## config.mk

```make
export PLATFORM = sky130hd
export DESIGN_NAME = arp_cache_resolver_unit_flat
export DESIGN_NICKNAME = d
export VERILOG_FILES = /design/src/rtl/core/arpc_pkg.sv /design/src/rtl/core/arpc_item_if.sv /design/src/rtl/core/arpc_result_if.sv /design/src/rtl/core/arpc_cache.sv /design/src/rtl/core/arpc_seq.sv /design/src/rtl/core/arp_cache_resolver_unit.sv /design/src/flat_wrapper.sv
export SDC_FILE = /design/constraint.sdc
export NUM_CORES = 2
export LEC_CHECK = 0
export ABC_CLOCK_PERIOD_IN_PS = 19650
export BUFFER_PORTS_ARGS = -buffer_cell sky130_fd_sc_hd__buf_2
export CAP_MARGIN = 20
export CORE_ASPECT_RATIO = 0.9
export CORE_MARGIN = 5
export CORE_UTILIZATION = 45
export CTS_BUF_LIST = sky130_fd_sc_hd__clkbuf_4
export DETAILED_ROUTE_END_ITERATION = 8
export PLACE_DENSITY_LB_ADDON = 0.2
export SYNTH_ARGS = -nofsm -noshare
export SYNTH_HDL_FRONTEND = slang
export SYNTH_SLANG_ARGS = --single-unit
```

## constraint.sdc

```tcl
create_clock -name clk -period 19.65 [get_ports clk]
set_input_delay 0.9825 -clock clk [delete_from_list [all_inputs] [get_ports clk]]
set_output_delay 0.9825 -clock clk [all_outputs]
set_load 0.01 [all_outputs]
```

## src/rtl/core/arpc_pkg.sv

```systemverilog
package arpc_pkg;

	localparam int ENTRIES = 16;
	localparam int IDX_W   = $clog2(ENTRIES);

	localparam logic [IDX_W-1:0] LAST_IDX = IDX_W'(ENTRIES - 1);

	// item op codes
	localparam logic OP_LOOKUP = 1'b0;
	localparam logic OP_PACKET = 1'b1;

	// ARP operation on the wire
	localparam logic [15:0] PKT_OPC_REQ = 16'd1;

	// result kinds
	localparam logic [1:0] KIND_HIT   = 2'd0;
	localparam logic [1:0] KIND_MISS  = 2'd1;
	localparam logic [1:0] KIND_REPLY = 2'd2;

	// outgoing opcodes
	localparam logic [1:0] OUT_OPC_NONE = 2'd0;
	localparam logic [1:0] OUT_OPC_REQ  = 2'd1;
	localparam logic [1:0] OUT_OPC_REP  = 2'd2;

	localparam logic [47:0] BCAST_MAC = 48'hFFFF_FFFF_FFFF;

	// register select, taken from paddr[3]
	localparam logic REG_OWN_MAC = 1'b0;
	localparam logic REG_OWN_IP  = 1'b1;

	typedef struct packed {
		logic        op;
		logic [31:0] lookup_ip;
		logic [15:0] pkt_opcode;
		logic [47:0] pkt_sender_mac;
		logic [31:0] pkt_sender_ip;
		logic [31:0] pkt_target_ip;
	} item_t;

	typedef struct packed {
		logic [1:0]  result_kind;
		logic [47:0] found_mac;
		logic [1:0]  out_opcode;
		logic [47:0] out_dest_mac;
		logic [47:0] out_sender_mac;
		logic [31:0] out_sender_ip;
		logic [47:0] out_target_mac;
		logic [31:0] out_target_ip;
	} result_t;

	typedef struct packed {
		logic             en;
		logic [IDX_W-1:0] idx;
	} cache_rd_req_t;

	typedef struct packed {
		logic        valid;
		logic [31:0] ip;
		logic [47:0] mac;
	} cache_rd_data_t;

	typedef struct packed {
		logic             en;
		logic [IDX_W-1:0] idx;
		logic [31:0]      ip;
		logic [47:0]      mac;
	} cache_wr_t;

endpackage

```

## src/rtl/core/arpc_item_if.sv

```systemverilog
interface arpc_item_if;
	logic        valid;
	logic        ready;
	logic        op;
	logic [31:0] lookup_ip;
	logic [15:0] pkt_opcode;
	logic [47:0] pkt_sender_mac;
	logic [31:0] pkt_sender_ip;
	logic [31:0] pkt_target_ip;

	modport source (
		output valid, op, lookup_ip, pkt_opcode, pkt_sender_mac, pkt_sender_ip,
		       pkt_target_ip,
		input  ready
	);
	modport sink (
		input  valid, op, lookup_ip, pkt_opcode, pkt_sender_mac, pkt_sender_ip,
		       pkt_target_ip,
		output ready
	);
endinterface

```

## src/rtl/core/arpc_result_if.sv

```systemverilog
interface arpc_result_if;
	logic        valid;
	logic        ready;
	logic [1:0]  result_kind;
	logic [47:0] found_mac;
	logic [1:0]  out_opcode;
	logic [47:0] out_dest_mac;
	logic [47:0] out_sender_mac;
	logic [31:0] out_sender_ip;
	logic [47:0] out_target_mac;
	logic [31:0] out_target_ip;

	modport source (
		output valid, result_kind, found_mac, out_opcode, out_dest_mac, out_sender_mac,
		       out_sender_ip, out_target_mac, out_target_ip,
		input  ready
	);
	modport sink (
		input  valid, result_kind, found_mac, out_opcode, out_dest_mac, out_sender_mac,
		       out_sender_ip, out_target_mac, out_target_ip,
		output ready
	);
endinterface

```

## src/rtl/core/arpc_cache.sv

```systemverilog
// IP/MAC store, one read and one write port, registered read.
module arpc_cache (
	input  logic                     clk,
	input  logic                     arst_n,
	input  arpc_pkg::cache_rd_req_t  rd_req,
	output arpc_pkg::cache_rd_data_t rd_data,
	input  arpc_pkg::cache_wr_t      wr
);

	logic [31:0]                  ip_mem  [arpc_pkg::ENTRIES];
	logic [47:0]                  mac_mem [arpc_pkg::ENTRIES];
	logic [arpc_pkg::ENTRIES-1:0] valid_q;

	logic        rd_vld_q;
	logic [31:0] rd_ip_q;
	logic [47:0] rd_mac_q;

	always_ff @(posedge clk) begin
		if (wr.en) begin
			ip_mem[wr.idx]  <= wr.ip;
			mac_mem[wr.idx] <= wr.mac;
		end
		if (rd_req.en) begin
			rd_ip_q  <= ip_mem[rd_req.idx];
			rd_mac_q <= mac_mem[rd_req.idx];
		end
	end

	// valid flags clear on reset so unwritten slots never match
	always_ff @(posedge clk or negedge arst_n) begin
		if (!arst_n) begin
			valid_q  <= '0;
			rd_vld_q <= 1'b0;
		end else begin
			if (wr.en) begin
				valid_q[wr.idx] <= 1'b1;
			end
			if (rd_req.en) begin
				rd_vld_q <= valid_q[rd_req.idx];
			end
		end
	end

	assign rd_data.valid = rd_vld_q;
	assign rd_data.ip    = rd_ip_q;
	assign rd_data.mac   = rd_mac_q;

endmodule

```

## src/rtl/core/arpc_seq.sv

```systemverilog
// Scan sequencer: one comparator walks the cache, then update and, where one is due, result.
module arpc_seq (
	input  logic                     clk,
	input  logic                     arst_n,
	input  logic                     item_valid,
	output logic                     item_ready,
	input  arpc_pkg::item_t          item,
	input  logic [47:0]              own_mac,
	input  logic [31:0]              own_ip,
	output logic                     res_valid,
	input  logic                     res_ready,
	output arpc_pkg::result_t        res,
	output arpc_pkg::cache_rd_req_t  rd_req,
	input  arpc_pkg::cache_rd_data_t rd_data,
	output arpc_pkg::cache_wr_t      wr
);

	typedef enum logic [3:0] {
		ST_IDLE   = 4'b0001,
		ST_SCAN   = 4'b0010,
		ST_UPDATE = 4'b0100,
		ST_EMIT   = 4'b1000
	} state_t;

	state_t state_q;

	logic                       op_q;
	logic                       is_req_q;
	logic [31:0]                key_q;
	logic [47:0]                smac_q;
	logic                       hit_q;
	logic [arpc_pkg::IDX_W-1:0] slot_q;
	logic [47:0]                mac_q;
	logic [arpc_pkg::IDX_W-1:0] cursor_q;

	logic [arpc_pkg::IDX_W-1:0] rd_idx_q;
	logic                       issue_q;
	logic                       cmp_vld_s1;
	logic [arpc_pkg::IDX_W-1:0] cmp_idx_s1;

	logic accept;
	logic for_us;
	logic match;
	logic last_cmp;

	assign item_ready = (state_q == ST_IDLE);
	assign accept     = item_valid && item_ready;
	assign for_us     = (item.op == arpc_pkg::OP_LOOKUP) || (item.pkt_target_ip == own_ip);

	// the shared comparator
	assign match    = cmp_vld_s1 && rd_data.valid && (rd_data.ip == key_q);
	assign last_cmp = cmp_vld_s1 && (cmp_idx_s1 == arpc_pkg::LAST_IDX);

	assign rd_req.en  = (state_q == ST_SCAN) && issue_q;
	assign rd_req.idx = rd_idx_q;

	assign wr.en  = (state_q == ST_UPDATE) && (op_q == arpc_pkg::OP_PACKET);
	assign wr.idx = hit_q ? slot_q : cursor_q;
	assign wr.ip  = key_q;
	assign wr.mac = smac_q;

	assign res_valid = (state_q == ST_EMIT);

	always_comb begin
		res = '0;
		if (op_q == arpc_pkg::OP_LOOKUP && hit_q) begin
			res.result_kind = arpc_pkg::KIND_HIT;
			res.found_mac   = mac_q;
		end else if (op_q == arpc_pkg::OP_LOOKUP) begin
			res.result_kind    = arpc_pkg::KIND_MISS;
			res.out_opcode     = arpc_pkg::OUT_OPC_REQ;
			res.out_dest_mac   = arpc_pkg::BCAST_MAC;
			res.out_sender_mac = own_mac;
			res.out_sender_ip  = own_ip;
			res.out_target_ip  = key_q;
		end else begin
			res.result_kind    = arpc_pkg::KIND_REPLY;
			res.out_opcode     = arpc_pkg::OUT_OPC_REP;
			res.out_dest_mac   = smac_q;
			res.out_sender_mac = own_mac;
			res.out_sender_ip  = own_ip;
			res.out_target_mac = smac_q;
			res.out_target_ip  = key_q;
		end
	end

	always_ff @(posedge clk) begin
		if (accept) begin
			op_q     <= item.op;
			is_req_q <= (item.pkt_opcode == arpc_pkg::PKT_OPC_REQ);
			key_q    <= (item.op == arpc_pkg::OP_LOOKUP) ? item.lookup_ip : item.pkt_sender_ip;
			smac_q   <= item.pkt_sender_mac;
		end
		if (state_q == ST_SCAN && match) begin
			slot_q <= cmp_idx_s1;
			mac_q  <= rd_data.mac;
		end
		cmp_idx_s1 <= rd_idx_q;
	end

	always_ff @(posedge clk or negedge arst_n) begin
		if (!arst_n) begin
			state_q    <= ST_IDLE;
			hit_q      <= 1'b0;
			cursor_q   <= '0;
			rd_idx_q   <= '0;
			issue_q    <= 1'b0;
			cmp_vld_s1 <= 1'b0;
		end else begin
			case (state_q)
				ST_IDLE: begin
					cmp_vld_s1 <= 1'b0;
					rd_idx_q   <= '0;
					issue_q    <= 1'b1;
					hit_q      <= 1'b0;
					if (accept && for_us) begin
						state_q <= ST_SCAN;
					end
				end
				ST_SCAN: begin
					cmp_vld_s1 <= issue_q;
					if (issue_q) begin
						if (rd_idx_q == arpc_pkg::LAST_IDX) begin
							issue_q <= 1'b0;
						end else begin
							rd_idx_q <= rd_idx_q + 1'b1;
						end
					end
					if (match) begin
						hit_q   <= 1'b1;
						state_q <= ST_UPDATE;
					end else if (last_cmp) begin
						state_q <= ST_UPDATE;
					end
				end
				ST_UPDATE: begin
					cmp_vld_s1 <= 1'b0;
					if (wr.en && !hit_q) begin
						cursor_q <= (cursor_q == arpc_pkg::LAST_IDX) ? '0 : cursor_q + 1'b1;
					end
					if (op_q == arpc_pkg::OP_LOOKUP || is_req_q) begin
						state_q <= ST_EMIT;
					end else begin
						state_q <= ST_IDLE;
					end
				end
				ST_EMIT: begin
					if (res_ready) begin
						state_q <= ST_IDLE;
					end
				end
				default: begin
					state_q <= ST_IDLE;
				end
			endcase
		end
	end

endmodule

```

## src/rtl/core/arp_cache_resolver_unit.sv

```systemverilog
// ARP resolver with a 16-entry IP-to-MAC cache. A lookup beat returns the
// cached MAC on a hit, or a broadcast ARP request on a miss; a received-packet
// beat is dropped unless its target IP is own_ip, then its sender is learnt
// (matching entry updated, else the round-robin slot overwritten) and a
// request is answered with a reply. One item at a time. The cache is
// walked one entry per clock through a single registered read port and one
// 32-bit comparator; the scan stops at the first hit, else runs over all 16
// entries. An update step follows (it writes for packets only), then, for a
// lookup or a request packet, a result step that waits while the output
// register is full and not drained. A packet not addressed to us is dropped
// at accept without a scan. The result sits in an output register, so the
// next item is taken while it waits. Config (APB): own_mac at 0x0, own_ip at
// 0x8; write only while no item is in flight.
module arp_cache_resolver_unit (
	input  logic                 clk,
	input  logic                 arst_n,
	arpc_item_if.sink            item,
	arpc_result_if.source        result,
	input  logic                 psel,
	input  logic                 penable,
	input  logic                 pwrite,
	input  logic [3:0]           paddr,
	input  logic [63:0]          pwdata,
	output logic [63:0]          prdata,
	output logic                 pready
);

	logic [47:0] own_mac_q;
	logic [31:0] own_ip_q;

	arpc_pkg::item_t          item_d;
	arpc_pkg::result_t        res;
	arpc_pkg::result_t        res_q;
	logic                     res_valid;
	logic                     res_ready;
	logic                     out_vld_q;
	arpc_pkg::cache_rd_req_t  rd_req;
	arpc_pkg::cache_rd_data_t rd_data;
	arpc_pkg::cache_wr_t      wr;

	// --- config registers; paddr[3] picks the register, low bits are lane bits
	assign pready = 1'b1;

	always_ff @(posedge clk or negedge arst_n) begin
		if (!arst_n) begin
			own_mac_q <= '0;
			own_ip_q  <= '0;
		end else if (psel && penable && pwrite) begin
			case (paddr[3])
				arpc_pkg::REG_OWN_MAC: own_mac_q <= pwdata[47:0];
				arpc_pkg::REG_OWN_IP:  own_ip_q  <= pwdata[31:0];
				default: ;
			endcase
		end
	end

	always_comb begin
		case (paddr[3])
			arpc_pkg::REG_OWN_MAC: prdata = {16'd0, own_mac_q};
			arpc_pkg::REG_OWN_IP:  prdata = {32'd0, own_ip_q};
			default:               prdata = '0;
		endcase
	end

	// --- input beat
	assign item_d.op             = item.op;
	assign item_d.lookup_ip      = item.lookup_ip;
	assign item_d.pkt_opcode     = item.pkt_opcode;
	assign item_d.pkt_sender_mac = item.pkt_sender_mac;
	assign item_d.pkt_sender_ip  = item.pkt_sender_ip;
	assign item_d.pkt_target_ip  = item.pkt_target_ip;

	arpc_seq u_seq (
		.clk        (clk),
		.arst_n     (arst_n),
		.item_valid (item.valid),
		.item_ready (item.ready),
		.item       (item_d),
		.own_mac    (own_mac_q),
		.own_ip     (own_ip_q),
		.res_valid  (res_valid),
		.res_ready  (res_ready),
		.res        (res),
		.rd_req     (rd_req),
		.rd_data    (rd_data),
		.wr         (wr)
	);

	arpc_cache u_cache (
		.clk     (clk),
		.arst_n  (arst_n),
		.rd_req  (rd_req),
		.rd_data (rd_data),
		.wr      (wr)
	);

	// --- output register: refilled when empty or being drained this cycle
	assign res_ready = !out_vld_q || result.ready;

	always_ff @(posedge clk or negedge arst_n) begin
		if (!arst_n) begin
			out_vld_q <= 1'b0;
		end else if (res_ready) begin
			out_vld_q <= res_valid;
		end
	end

	always_ff @(posedge clk) begin
		if (res_ready && res_valid) begin
			res_q <= res;
		end
	end

	assign result.valid          = out_vld_q;
	assign result.result_kind    = res_q.result_kind;
	assign result.found_mac      = res_q.found_mac;
	assign result.out_opcode     = res_q.out_opcode;
	assign result.out_dest_mac   = res_q.out_dest_mac;
	assign result.out_sender_mac = res_q.out_sender_mac;
	assign result.out_sender_ip  = res_q.out_sender_ip;
	assign result.out_target_mac = res_q.out_target_mac;
	assign result.out_target_ip  = res_q.out_target_ip;

endmodule

```

## src/flat_wrapper.sv

```systemverilog
// flat-port wrapper written by rule: the top's interface ports become plain ports
module arp_cache_resolver_unit_flat 
  (clk, arst_n, psel, penable, pwrite, paddr, pwdata, prdata, pready, item_valid, item_op, item_lookup_ip, item_pkt_opcode, item_pkt_sender_mac, item_pkt_sender_ip, item_pkt_target_ip, item_ready, result_valid, result_result_kind, result_found_mac, result_out_opcode, result_out_dest_mac, result_out_sender_mac, result_out_sender_ip, result_out_target_mac, result_out_target_ip, result_ready);
  arpc_item_if item_i ();
  arpc_result_if result_i ();
  input  logic clk;
  input  logic arst_n;
  input  logic psel;
  input  logic penable;
  input  logic pwrite;
  input  logic [3:0] paddr;
  input  logic [63:0] pwdata;
  output logic [63:0] prdata;
  output logic pready;
  input wire logic [$bits(item_i.valid)-1:0] item_valid;
  input wire logic [$bits(item_i.op)-1:0] item_op;
  input wire logic [$bits(item_i.lookup_ip)-1:0] item_lookup_ip;
  input wire logic [$bits(item_i.pkt_opcode)-1:0] item_pkt_opcode;
  input wire logic [$bits(item_i.pkt_sender_mac)-1:0] item_pkt_sender_mac;
  input wire logic [$bits(item_i.pkt_sender_ip)-1:0] item_pkt_sender_ip;
  input wire logic [$bits(item_i.pkt_target_ip)-1:0] item_pkt_target_ip;
  output wire logic [$bits(item_i.ready)-1:0] item_ready;
  output wire logic [$bits(result_i.valid)-1:0] result_valid;
  output wire logic [$bits(result_i.result_kind)-1:0] result_result_kind;
  output wire logic [$bits(result_i.found_mac)-1:0] result_found_mac;
  output wire logic [$bits(result_i.out_opcode)-1:0] result_out_opcode;
  output wire logic [$bits(result_i.out_dest_mac)-1:0] result_out_dest_mac;
  output wire logic [$bits(result_i.out_sender_mac)-1:0] result_out_sender_mac;
  output wire logic [$bits(result_i.out_sender_ip)-1:0] result_out_sender_ip;
  output wire logic [$bits(result_i.out_target_mac)-1:0] result_out_target_mac;
  output wire logic [$bits(result_i.out_target_ip)-1:0] result_out_target_ip;
  input wire logic [$bits(result_i.ready)-1:0] result_ready;
  assign item_i.valid = item_valid;
  assign item_i.op = item_op;
  assign item_i.lookup_ip = item_lookup_ip;
  assign item_i.pkt_opcode = item_pkt_opcode;
  assign item_i.pkt_sender_mac = item_pkt_sender_mac;
  assign item_i.pkt_sender_ip = item_pkt_sender_ip;
  assign item_i.pkt_target_ip = item_pkt_target_ip;
  assign item_ready = item_i.ready;
  assign result_valid = result_i.valid;
  assign result_result_kind = result_i.result_kind;
  assign result_found_mac = result_i.found_mac;
  assign result_out_opcode = result_i.out_opcode;
  assign result_out_dest_mac = result_i.out_dest_mac;
  assign result_out_sender_mac = result_i.out_sender_mac;
  assign result_out_sender_ip = result_i.out_sender_ip;
  assign result_out_target_mac = result_i.out_target_mac;
  assign result_out_target_ip = result_i.out_target_ip;
  assign result_i.ready = result_ready;
  arp_cache_resolver_unit u_core (.clk(clk), .arst_n(arst_n), .item(item_i), .result(result_i), .psel(psel), .penable(penable), .pwrite(pwrite), .paddr(paddr), .pwdata(pwdata), .prdata(prdata), .pready(pready));
endmodule
```

[Word level (Yosys, flattened, before mapping)]
Memory sizes are Yosys's and may differ from the RTL's. A register that Yosys moved wholly into a read port is not among the register bits.
Index checks and enable logic that the tools add are counted.
Operators by class
  order comparisons: 3
  equal/unequal tests: 16
  $add $sub $neg: 2
  reduce and logical (&&, ||, !) cells: 29
  bitwise logic cells: 4
  mux-type cells: 27
Operators with widths (number)
  $mux 130: 1
  $pmux 64 s2: 1
  $eq 32x32->1: 2
  $mux 4: 9
  $mux 32: 1
  $eq 16x1->1 const B: 1
  $eq 4x4->1 const B: 4
  $or 16x16->16: 1
  $pmux 4 s4: 1
  $logic_and 1x1->1: 14
  $lt 4x5->1 const B: 2
  $add 4x1->4 const B: 2
  $ne 2x2->1 const B: 4
  $pmux 4 s2: 1
  $reduce_and 2->1: 4
  $mux 1: 7
  $pmux 1 s2: 3
  $reduce_and 3->1: 2
  $bmux 1 s4: 1
  $demux 1 s4: 1
  $eq 4x1->1 const B: 1
  $eq 4x2->1 const B: 1
  $eq 4x3->1 const B: 1
  $ge 4x1->1 const B: 1
  8 further kinds: 15
Storage, ports and cells
  memory bits (writable): 1280
  memories: 2
  bits in registers: 511
  input bits: 236
Memories
  u_core.u_cache.mac_mem: words 16, width 48, read ports 1, clocked after memory_dff 1, write ports 1, line arpc_cache.sv:11  | logic [47:0] mac_mem [arpc_pkg::ENTRIES];
  u_core.u_cache.ip_mem: words 16, width 32, read ports 1, clocked after memory_dff 1, write ports 1, line arpc_cache.sv:10  | logic [31:0] ip_mem [arpc_pkg::ENTRIES];

[Longest topological paths before layout]
  depth in word-level cells: 6
  gate-level depth with buffers: 7
  gate-level depth less buffers: 5

[Modules after synthesis]
A second synthesis with hierarchy kept.
Second synthesis, totals
  cells, all modules: 3064
  area, all modules: 70401.3 µm²
By module, submodules not included
  arpc_cache: times used 1, area an instance 51142.8 µm², seq. area each 41264.6 µm², cells each 1915
  arp_cache_resolver_unit: times used 1, area an instance 11458.5 µm², seq. area each 9834.4 µm², cells each 506
  arpc_seq: times used 1, area an instance 7800.0 µm², seq. area each 4480.5 µm², cells each 643

[Worst setup path after synthesis]
OpenSTA, ideal clock, no wires.
  path kind: input to register
  start: in result_ready
  end: reg u_core.res_q, in the netlist u_core.result.found_mac[0], enable pin
  data required time: 18.685 ns
  path slack: 5.456 ns
  arrival: 13.229 ns
  library setup time: 0.965 ns
  stages: 2
  cell sequence: inv_1 -> a21oi_1
Between the ends
  word-level cells in the longest chain between the ends: 2
RTL lines
  start: declaration: line flat_wrapper.sv:32  | input wire logic [$bits(result_i.ready)-1:0] result_ready;
  $logic_or 1x1->1: line arp_cache_resolver_unit.sv:98  | assign res_ready = !out_vld_q || result.ready;
  $logic_and 1x1->1: line arp_cache_resolver_unit.sv:109  | if (res_ready && res_valid) begin
  end signal: assignment: line arp_cache_resolver_unit.sv:110  | res_q <= res;
  end: declaration: line arp_cache_resolver_unit.sv:33  | arpc_pkg::result_t res_q;
Every way passes these cells.
A chain may end at the register's enable or synchronous reset.

[Worst setup path after layout]
  start: reg u_core.u_seq.state_q[1]
  end: mem u_core.u_cache.mac_mem[4][35], enable pin
Between the ends
  word-level cells in the longest chain between the ends: 4
RTL lines
  start: declaration: line arpc_seq.sv:25  | state_t state_q;
  start signal: assignment: line arpc_seq.sv:103  | state_q <= ST_IDLE;
  start signal: assignment: line arpc_seq.sv:117  | state_q <= ST_SCAN;
  start signal: assignment: line arpc_seq.sv:131  | state_q <= ST_UPDATE;
  $eq 4x3->1: line arpc_seq.sv:57  | assign wr.en = (state_q == ST_UPDATE) && (op_q == arpc_pkg::OP_PACKET);
  $logic_and 1x1->1: line arpc_seq.sv:57
  $mux 1: line arpc_cache.sv:19  | if (wr.en) begin
  $mux 1 (not written as such): line arpc_cache.sv:21  | mac_mem[wr.idx] <= wr.mac;
  end: declaration: line arpc_cache.sv:11
Every way passes these cells.

==> results.md <==
| Group | Item | Reported |
|:---|:---|:---|
| outcome | Outcome | complete, but fails checks |
| outcome | Violated checks | DRC |
| power | Power per cell area | 99.3 mW/mm^2 |
| global route | Initial antenna violation count | 8 |
| worst setup path | Kind of end point of the critical path | register |
| synth | Proportion of synthesized flip-flops having asynchronous set or reset | 6.05% |
| route | Final routed DRC violation total | 2 |
| synth | Post-synthesis cell area | 0.0702 sq mm |
| clock tree | Master cell of the clock root buffer | sky130_fd_sc_hd__clkbuf_4 |
| power | Overall power after layout | 8.23 mW |
| synth | Mux share of post-synthesis cell area | 15.3% |
| place | Hpwl dp | 86.3 mm |
| clock tree | Cts-stage hold buffer count | 165 |
| synth | Most frequently used cell type in the post-synthesis netlist | sky130_fd_sc_hd__edfxtp_1 |
| place | Buffers on Ports | 526 |
| die | Initial standard-cell utilization of the core | 45.3% |
| global route | Total gr overflow | 0 |
| global route | Largest net degree at the start of global routing | 137 |
| synth | Cell count after synthesis | 3068 |
| route | Wire per inst | 25.1 um |
| clock tree | Skew-Pair Late Insertion Delay | 1.37 ns |
| global route | Global routing usage summed across all routing layers | 20.3% |
| clock tree | Number of buffers inserted to repair setup after CTS | 0 |
| sta | Total of endpoints with negative setup slack in the final report | 0 |
| die | Core area | 0.155 sq mm |
| worst setup path | Crit path top cell by count | sky130_fd_sc_hd__buf_4 |
| sta | Final Cycle Share | 21.9% |
| layout | Fillers | 12400 |
| route | Iteration-0 DRC count of the detailed router | 2862 |
| route | Vias per Instance | 5.24 |
| sta | Fin worst setup slack | 15.35 ns |
| clock tree | Post-CTS resize count | 0 |
| layout | Layout cells sized above 1 | 42.0% |
| worst setup path | Critical path required time | 20.53 ns |
| route | TritonRoute pass-1 iters | 7 |
| die | Die ar. | 0.164 sq mm |
| place | Worst setup slack before clock tree synthesis | 15.26 ns |
| die | I/O pin count | 563 |
| synth | Dominant cells by area after synthesis | sky130_fd_sc_hd__edfxtp_1 75%, sky130_fd_sc_hd__mux4_2 13%, sky130_fd_sc_hd__dfrtp_1 4.0% |
| synth | Synth cell count leaders | 1752 x sky130_fd_sc_hd__edfxtp_1, 405 x sky130_fd_sc_hd__mux4_2, 209 x sky130_fd_sc_hd__and2_1 |
| sta | Setup tns final | 0 ns |
| sta | Clock period minus worst slack | 4.30 ns |
| sta | Count of final max-slew check failures | 0 |
| synth | Share of synthesized cell area in full adder, half adder and majority cells | 0.0357% |
| worst hold path | Min-delay worst type | primary input to register |
| worst setup path | Critical Path Start Type | register |
| route | Wirelength, routed | 165 mm |
| worst setup path | Setup CP Type | register to register |
| clock tree | Maximum clock insertion buffer count | 4 |
| clock tree | CTS tree | built |
| worst setup path | Endpoint arrival time on the critical path | 5.18 ns |
| place | RD Place Congestion | 0.755 |
| synth | Synth warnings | 0 |
| worst setup path | Biggest fanout along the worst timing path | 32 |
| synth | Area share of and/or/nand/nor cells after synthesis | 3.27% |
| worst setup path | Worst-path cell with the longest stage delay | sky130_fd_sc_hd__nor2_4 |
| synth | Count of unique library cells instantiated by Yosys | 50 |
| synth | Fraction of the yosys area taken by sequential cells | 79.1% |
| die | Width of the chip | 426 um |
| die | Rows | 137 |
| worst setup path | Worst R2R Path Depth | 5 |
| worst setup path | Cells along the critical path | nor4_2 -> o21ai_1 -> nor2_4 -> buf_4 -> buf_4 |
| power | Cell leakage power | 27.7 nW |
| synth | Mapped Avg Cell Area | 22.9 sq um |
| route | Vias post-DR | 34600 |
| synth | Post-synthesis sequential element count | 1869 |
| synth | Most instantiated flip-flop cell in the synthesis netlist | sky130_fd_sc_hd__edfxtp_1 |
| layout | Final net count | 4405 |
| sta | Worst rel slew slack | 26.5% |
| clock tree | Level count of the clock H-tree | 5 |
| synth | Number of enable flip-flop cells after synthesis | 1752 |
| global route | First-pass GRT wire length | 243 mm |
| synth | Yosys top cell by area | sky130_fd_sc_hd__edfxtp_1 |
| synth | Fraction of synthesized cell area taken by the top area cell type | 75.0% |
| worst setup path | Maximum single-stage delay on the critical path | 0.92 ns |
| synth | Compound-gate portion of the synthesized area | 0.276% |
| sta | Fmax | 0.232 GHz |
| sta | Setup clock skew after layout | 0.129 ns |
| worst hold path | Worst hold stages | 2 |
| clock tree | Clock tree sinks | 1869 |
| global route | Vias in the first global route | 37200 |
| die | Vertical extent of the die | 385 um |
| sta | Setup repair after global routing missed its margin | false |
| power | Worst IR drop on VDD | 62.7 uV |
| sta | Worst Tran Pin Value | 1.10 ns |
| route | Routed Antenna Nets | 0 |
| synth | XOR/XNOR share of the synthesized area | 0.811% |
| synth | Combinational family with the most area after synthesis | multiplexers |
| clock tree | Clock buffer count from CTS | 480 |
| run | Number of maximum-capacitance violations | 0 |
| clock tree | Clock-pin slew of the registers on the worst-case setup and hold paths | 0.07 ns |
| layout | Area grow syn2layout | 18.2% |
| sta | Number of hold-slack violations in the final timing report | 0 |
| layout | Layout Utilization | 53.5% |
| worst setup path | Worst reg-to-reg setup slack | 15.35 ns |
## power breakdown
| group | leakage (nW) | switching (mW) | internal, mW |
|---|---|---|---|
| Clock | 3.48 | 1.51 | 1.66 |
| Sequential | 17.2 | 0.125 | 4.48 |
| Combinational | 7.06 | 0.206 | 0.244 |
## cell usage in the layout, fill, tap and decap left out, drive strengths merged, types with 2 or more instances in the layout
cell type / count
nor4b: 2
clkbuf: 689
nor3: 6
inv: 15
xnor2: 30
xor2: 35
dfxtp: 4
nand3: 7
nor2b: 17
dlygate4sd3: 165
buf: 593
bufinv: 5
nand2b: 51
mux4: 405
nor2: 24
dfrtp: 112
and3: 3
diode: 13
nor4: 14
or2: 18
o21ai: 12
mux2: 146
a31oi: 5
ha: 2
nand2: 12
and2: 209
nand3b: 2
clkinv: 114
nand4: 12
edfxtp: 1752
a21oi: 4
conb: 17
## per-stage QoR
step / hold slack, ns / cells / area, sq um
after global placement: 0.401 / 5605 / 75400
after CTS: 0.136 / 6583 / 82900
after floorplan: 0.372 / 3083 / 70200
final: 0.301 / 6596 / 82900
after detailed placement: 0.405 / 5605 / 75400
after global routing: 0.184 / 6594 / 82900
## layout make-up
class	instances	area, sq um	share of cell area (%)
multi-input cells	1047	14100	17.0
inverters	11	43.8	0.0528
diodes	13	32.5	0.0392
clock inverters	124	633	0.763
well taps	2085	2610	3.15
clock buffers	689	5170	6.24
flip-flops and latches	1869	55500	67.0
repair buffers	758	4830	5.82
## worst paths after layout
path | start | end
setup / recovery | u_core.u_seq.state_q[1] | u_core.u_cache.mac_mem[4][35]
hold / removal | item_valid | u_core.u_seq.key_q[30]
setup reg to reg | u_core.u_seq.state_q[1] | u_core.u_cache.mac_mem[4][35]
hold reg to reg | u_core.u_cache.rd_mac_q[38] | u_core.u_seq.mac_q[38]
max in group asynchronous | arst_n | u_core.u_seq.rd_idx_q[3]
min in group asynchronous | arst_n | u_core.own_ip_q[3]
## kinds of logic (layout without fill, tap and decap cells)
kind of cell,count (synthesis),after routing
AO/OA/AOI/OAI,31,31
buffers and inverters,167,1582
other,2,30
AND/OR/NAND/NOR,381,381
flip-flops,1869,1869
adder cells (fa/ha/maj),2,2
XOR/XNOR,65,65
multiplexers,551,551
## layer usage
layer	track usage (%)	part of all wire, %
met5	0	0
met4	6.07	1.8
met3	4.16	5.8
met2	34.3	52
met1	26.8	41
## state kept, by name, indices dropped and copies added (netlist names), 48 cells and up
register,cells
u_core.u_seq.mac_q,48
u_core.u_cache.mac_mem,768
u_core.result.out_dest_mac,48
u_core.u_cache.ip_mem,512
u_core.u_cache.rd_mac_q,48
u_core.result.found_mac,48
u_core.own_mac_q,48
u_core.result.out_target_mac,48
u_core.u_seq.smac_q,48
u_core.result.out_sender_mac,48
## worst max-delay path, delay by kind of cell (launching register included)
kind                   cells  cell delay (ns)
buffers and inverters      2             1.39
DFF                        1             0.44
and+or+nand+nor            2             1.54
AOI/OAI and AO/OA          1             0.44
(Power assumes the default switching activity.)
